<file path="src/rtl/core/scba_pkg.sv">
`timescale 1ns / 1ps
// Shared types and constants for the size class block allocator.
package scba_pkg;

    localparam int MAX_CLASSES = 6;
    localparam int CLS_SIZE_W  = 17;
    localparam int CFG_IDX_W   = 3;

    typedef enum logic [1:0] {
        OP_ALLOC = 2'd0,
        OP_FREE  = 2'd1,
        OP_QUERY = 2'd2,
        OP_NONE  = 2'd3
    } op_t;

    typedef enum logic [1:0] {
        ST_OK      = 2'd0,
        ST_NULL    = 2'd1,
        ST_OOM     = 2'd2,
        ST_BAD_HDR = 2'd3
    } status_t;

    typedef enum logic [2:0] {
        REG_HEAP_BASE  = 3'd0,
        REG_HEAP_LIMIT = 3'd1,
        REG_CLASS_0    = 3'd2,
        REG_CLASS_1    = 3'd3,
        REG_CLASS_2    = 3'd4,
        REG_CLASS_3    = 3'd5,
        REG_CLASS_4    = 3'd6,
        REG_CLASS_5    = 3'd7
    } reg_idx_t;

    typedef enum logic [1:0] {
        S_CLEAR,
        S_IDLE,
        S_LOOKUP,
        S_COMMIT
    } state_t;

    typedef struct packed {
        logic load;
        logic lookup;
        logic commit;
        logic clear;
    } cmd_t;

    typedef struct packed {
        logic clear_done;
    } dp_status_t;

endpackage

</file>
<file path="src/rtl/core/scba_ctrl.sv">
`timescale 1ns / 1ps
// Sequencer for the allocator: header clear sweep, lookup and commit steps.
module scba_ctrl (
    input  logic                clk,
    input  logic                rst_n,
    input  logic                start,
    input  scba_pkg::dp_status_t stat,
    output logic                busy,
    output scba_pkg::cmd_t      cmd
);
    import scba_pkg::*;

    state_t state_reg;
    state_t state_next;

    always_ff @(posedge clk or negedge rst_n)
    begin
        if (!rst_n)
        begin
            state_reg <= S_CLEAR;
        end
        else
        begin
            state_reg <= state_next;
        end
    end

    always_comb
    begin
        state_next = state_reg;
        cmd        = '0;
        busy       = 1'b1;
        unique case (state_reg)
            S_CLEAR:
            begin
                cmd.clear = 1'b1;
                if (stat.clear_done)
                begin
                    state_next = S_IDLE;
                end
            end
            S_IDLE:
            begin
                busy = 1'b0;
                if (start)
                begin
                    cmd.load   = 1'b1;
                    state_next = S_LOOKUP;
                end
            end
            S_LOOKUP:
            begin
                cmd.lookup = 1'b1;
                state_next = S_COMMIT;
            end
            S_COMMIT:
            begin
                cmd.commit = 1'b1;
                state_next = S_IDLE;
            end
            default:
            begin
                state_next = S_CLEAR;
            end
        endcase
    end
endmodule

</file>
<file path="config.mk">
export PLATFORM = sky130hd
export DESIGN_NAME = scba_ctrl
export DESIGN_NICKNAME = d
export VERILOG_FILES = /design/src/rtl/core/scba_pkg.sv /design/src/rtl/core/scba_ctrl.sv
export SDC_FILE = /design/constraint.sdc
export NUM_CORES = 1
export LEC_CHECK = 0
export BUFFER_PORTS_ARGS = -buffer_cell sky130_fd_sc_hd__clkbuf_2
export CAP_MARGIN = 20
export CORE_AREA = 2 2 39 41
export CTS_CLUSTER_SIZE = 30
export DETAILED_ROUTE_END_ITERATION = 8
export DIE_AREA = 0 0 41 43
export PLACE_DENSITY = 0.32
export RECOVER_POWER = 100
export SLEW_MARGIN = 20
export SYNTH_ARGS = -nofsm -noshare
export SYNTH_HDL_FRONTEND = slang
export SYNTH_SLANG_ARGS = --single-unit
</file>
<file path="constraint.sdc">
create_clock -name clk -period 1.2 [get_ports clk]
set_input_delay 0.24 -clock clk [delete_from_list [all_inputs] [get_ports clk]]
set_output_delay 0.24 -clock clk [all_outputs]
set_load 0.01 [all_outputs]
</file>
# Word-level counts from Yosys, hierarchy flattened
# Index checks and enable logic that the tools add are counted.
[totals]
register_bits = 2
in_bits = 4
out_inout_bits = 5
wordCells = 17
[op_classes]
n_eq_ne = 5
n_mux = 9
reduce_logical = 2
[ops]
columns = ["op", "n"]
rows = [
  ["case mux 2 bit (4 select lines)", 1],
  ["2-to-1 mux 1 bit", 6],
  ["equality test 2 bit (second input constant)", 2],
  ["2-to-1 mux 2 bit", 2],
  ["inequality test 2 bit (second input constant)", 2],
  ["equality test 2 x 1 -> 1 bit (second input constant)", 1],
  ["logical NOT 2 bit", 1],
  ["AND reduction 2 bit", 1],
]

# Depth between registers and ports, before layout
[depth]
word_depth = 3
depth_mapped = 5
mapped_depth_nobuf = 5

# Worst setup path before layout
# OpenSTA, ideal clock, no wires.
[synth_path]
path_kind = "flip-flop to flip-flop"
startpoint = "register state_reg[0]"
endpoint = "register state_reg[1]"
setup_ns = 0.125
arrival_time_ns = 1.200
t_required_ns = 1.075
setup_slack_ns = -0.125
path_stages_with_launch = 6
path_buffers = 0
synth_period_minus_slack_ns = 1.325
path_cell_list = "dfrtp_1 -> inv_1 -> ha_1 -> nor2b_4 -> a21oi_2 -> mux2_4"
[synth_via]
elab_chain_cells = 3
word_cells_on_any_way = 8
cone_classes = "eq/ne (5); mux (1); reduce/logical (2)"
[synth_rtl]
columns = ["item", "line", "rtl"]
rows = [
  ["from (decl)", "scba_ctrl.sv:13", "state_t state_reg;"],
  ["from (signal assigned)", "scba_ctrl.sv:24", "state_reg <= state_next;"],
  ["equality test 2 x 1 -> 1 bit / logical NOT 2 bit (equally long branches)", "scba_ctrl.sv:33", "unique case (state_reg)"],
  ["inequality test 2 bit (no line)", "-", ""],
  ["AND reduction 2 bit (no line)", "-", ""],
]
# Several ways; a longest one is shown, not always the timed one.
# A chain may end at the register's enable or synchronous reset.

==> summary.md <==
| Metric | Value |
|---|---|
| Number of flip-flops in the largest register | `2` |
| Final Skew | `0.000976 ns` |
| DIE AREA | `between 1500 and 2000 sq um` |
| Num rows | `14` |
| First-pass GRT wire length | `765 um` |
| RSZ-0062 raised after global routing | `yes` |
| Critical Path, Cell by Cell | `inv_2, ha_4, buf_6, buf_6` |
| Vias in the first global route | `205` |
| Clock transition at path regs | `0.03 ns` |
| Max cap viols | `0` |
| Vias | `175` |
| Share of layout cells above drive strength 1 | `80.0%` |
| Commonest non-fill, non-tap cell in the layout | `buf_6` |
| Initial antenna violation count | `0` |
| Post-synth cell types | `8` |
| Crit-path slowest cell | `dfrtp_2` |
| Slew headroom | `91.1%` |
| Setup ws final | `-0.118 ns` |
| IO Count | `9` |
| PortBufs | `8` |
| R2R Path Start | `state_reg[0]$_DFFE_PN0P_` |
| Worst setup path start | `state_reg[0]$_DFFE_PN0P_` |
| DP Wirelength | `303 um` |
| R2R setup slack | `-0.11 ns` |
| CTS Buffer Depth | `2` |
| Initial DRC count | `0` |
| Vias per cell | `3.43` |
| Max IR drop VDD | `0.000664 V` |
| H-tree depth | `1` |
| Post-synthesis adder-cell area fraction | `between 30% and 40%` |
| Nets | `45` |
| Main combinational cell family by area after synthesis | `adder cells` |
| CP peak stage delay | `0.41 ns` |
| Detailed-route wire length per cell | `about 8.6 um` |
| Mux share of post-synthesis cell area | `9.02%` |
| Worst-path fanout max | `4` |
| Worst-Skew Late Latency | `roughly 0.22 ns` |
| Post-route DRC violation count | `0` |
| PwrDens | `around 2400 nW/um^2` |
| Cell count after synthesis | `16` |
| Multi-input logic area | `151 sq um` |
| Simple-gate share of the synthesized area | `10.5%` |
| Seq/Total Area, Yosys | `30.1%` |
| First drt pass iteration count | `1` |
| CTS tree | `built` |
| Area growth, synth to finish | `135%` |
| DRT antenna net count | `0` |
| Worst Hold Class | `in -> async` |
| Final setup fails | `7` |
| Post-Syn Nets | `24` |
| Worst Path Required | `0.96 ns` |
| Power, Total | `roughly 950 uW` |
| Layout fillers | `approximately 150` |
| Number of buffers created by CTS | `3` |
| CP Capture Type | `primary output` |
| GR Overflow Total | `0` |
| Outcome | `finished with violations` |
| Violated checks | `negative setup slack` |
| Tcrit/Tclk final | `110%` |
| Largest net degree at the start of global routing | `5` |
| Total area of sequential cells | `51.3 sq um` |
| Final critical-path required period | `1.32 ns` |
| Synthesized area | `166 sq um` |
| Leading cell types in the layout, fill and taps excluded | `6 x buf_6, 4 x ha_4, 4 x buf_4, 3 x inv_2, 3 x clkbuf_4` |
| Fmax | `~760 MHz` |
| Yosys synthesis warning count | `0` |
| Placer Congestion | `0.669` |
| Die Y | `43 um` |
| XOR/XNOR Fraction of Synth Area | `0%` |
| Mean post-synth cell area | `approximately 10 sq um` |
| WS Path Type | `reg -> out` |
| Total GRT Usage | `6.91%` |
| Critical path startpoint category | `flop` |
| CP Data Arrival Time | `approximately 1.1 ns` |
| Root Driver | `clkbuf_4` |
| CTS sink count | `2` |
| #FFs+latches synth | `2` |
| Die Span X | `between 40 and 50 um` |
| Core area | `1380 sq um` |
| Least-Margin Pin Slew | `0.133 ns` |
| Fin. max-slew vios | `0` |
| Cell mode on critical path | `buf_6` |
| Starting Density | `12.0%` |
| N_diodes | `0` |
| Fin. Hold Viols | `0` |
| Routed WL | `about 440 um` |
| Core Util, Final | `28.3%` |
| Compound-Gate Fraction of Synth Area | `11.3%` |
| Pleak | `0.000182 uW` |
[path summary, 6_finish.rpt]
path                                                  to  cells after the start
min in group clk                state_reg[0]$_DFFE_PN0P_                      4
worst min-delay path            state_reg[1]$_DFFE_PN0P_                      2
worst max register to register  state_reg[1]$_DFFE_PN0P_                      5
max in group asynchronous       state_reg[0]$_DFFE_PN0P_                      2
worst min register to register  state_reg[1]$_DFFE_PN0P_                      2
worst max-delay path                              cmd[0]                      4
[cell usage after synthesis]
cell type  instances  area share [%]
o21ai_0            2             6.0
inv_1              4             9.0
mux2_4             1             9.0
a21oi_2            1             5.3
ha_1               4              30
nor2b_4            1             8.3
dfrtp_1            2              30
nor2_1             1             2.3
[cell families (layout without fill, tap and decap cells)]
logic type	count (synthesis)	count (layout)
AO/OA/AOI/OAI	3	3
flip-flops	2	2
buffers and inverters	4	23
multiplexers	1	1
AND/OR/NAND/NOR	2	2
adder cells (fa/ha/maj)	4	4
[stage by stage]
step	setup WS [ns]	hold slack (ns)	setup TNS [ns]	instances	instance area (sq um)
finish	-0.118	0.356	-0.579	51	392
global route	-0.169	0.372	-0.949	51	392
CTS	-0.143	0.343	-0.663	50	373
detailed placement	-0.117	0.0328	-0.178	44	259
global placement	-0.114	0.0249	-0.157	44	259
floorplan	-0.0814	-0.0556	-0.0814	16	169
[layer usage]
metal	vias to the layer above	track usage [%]	part of all wire, %
met2	9	9.38	49
met1	77	7.64	38
met5	-	0	0
li1	87	-	-
met3	2	1.57	12
met4	0	8.00	0.91
[cell type report]
| class | count | share of cell area (%) |
|---|---|---|
| Multi-Input combinational cell | 10 | 38.7 |
| Timing Repair Buffer | 16 | 33.5 |
| Sequential cell | 2 | 13.1 |
| Clock buffer | 3 | 5.75 |
| Tap cell | 16 | 5.11 |
| Inverter | 4 | 3.83 |
[critical path, delay by kind of cell, from the launching register on]
family                   cells  cell delay [ns]
adder cells (fa/ha/maj)      1             0.16
buffers and inverters        3             0.28
flip-flops                   1             0.41
[power by group]
part	internal (uW)	switching (uW)
Clock	110	34.2
Combinational	395	269
Sequential	104	36.9
Total	609	340
[repair_timing]
action                                  in CTS  in global routing
buffers inserted                             2                  1
endpoints found under the setup margin       7                  7
hold buffers                                 1                  0
gates resized for setup                     16                  7
pin swaps                                    5                  1
endpoints found under the hold margin        2                  0
No activity file was read; power rests on OpenSTA's default activity.
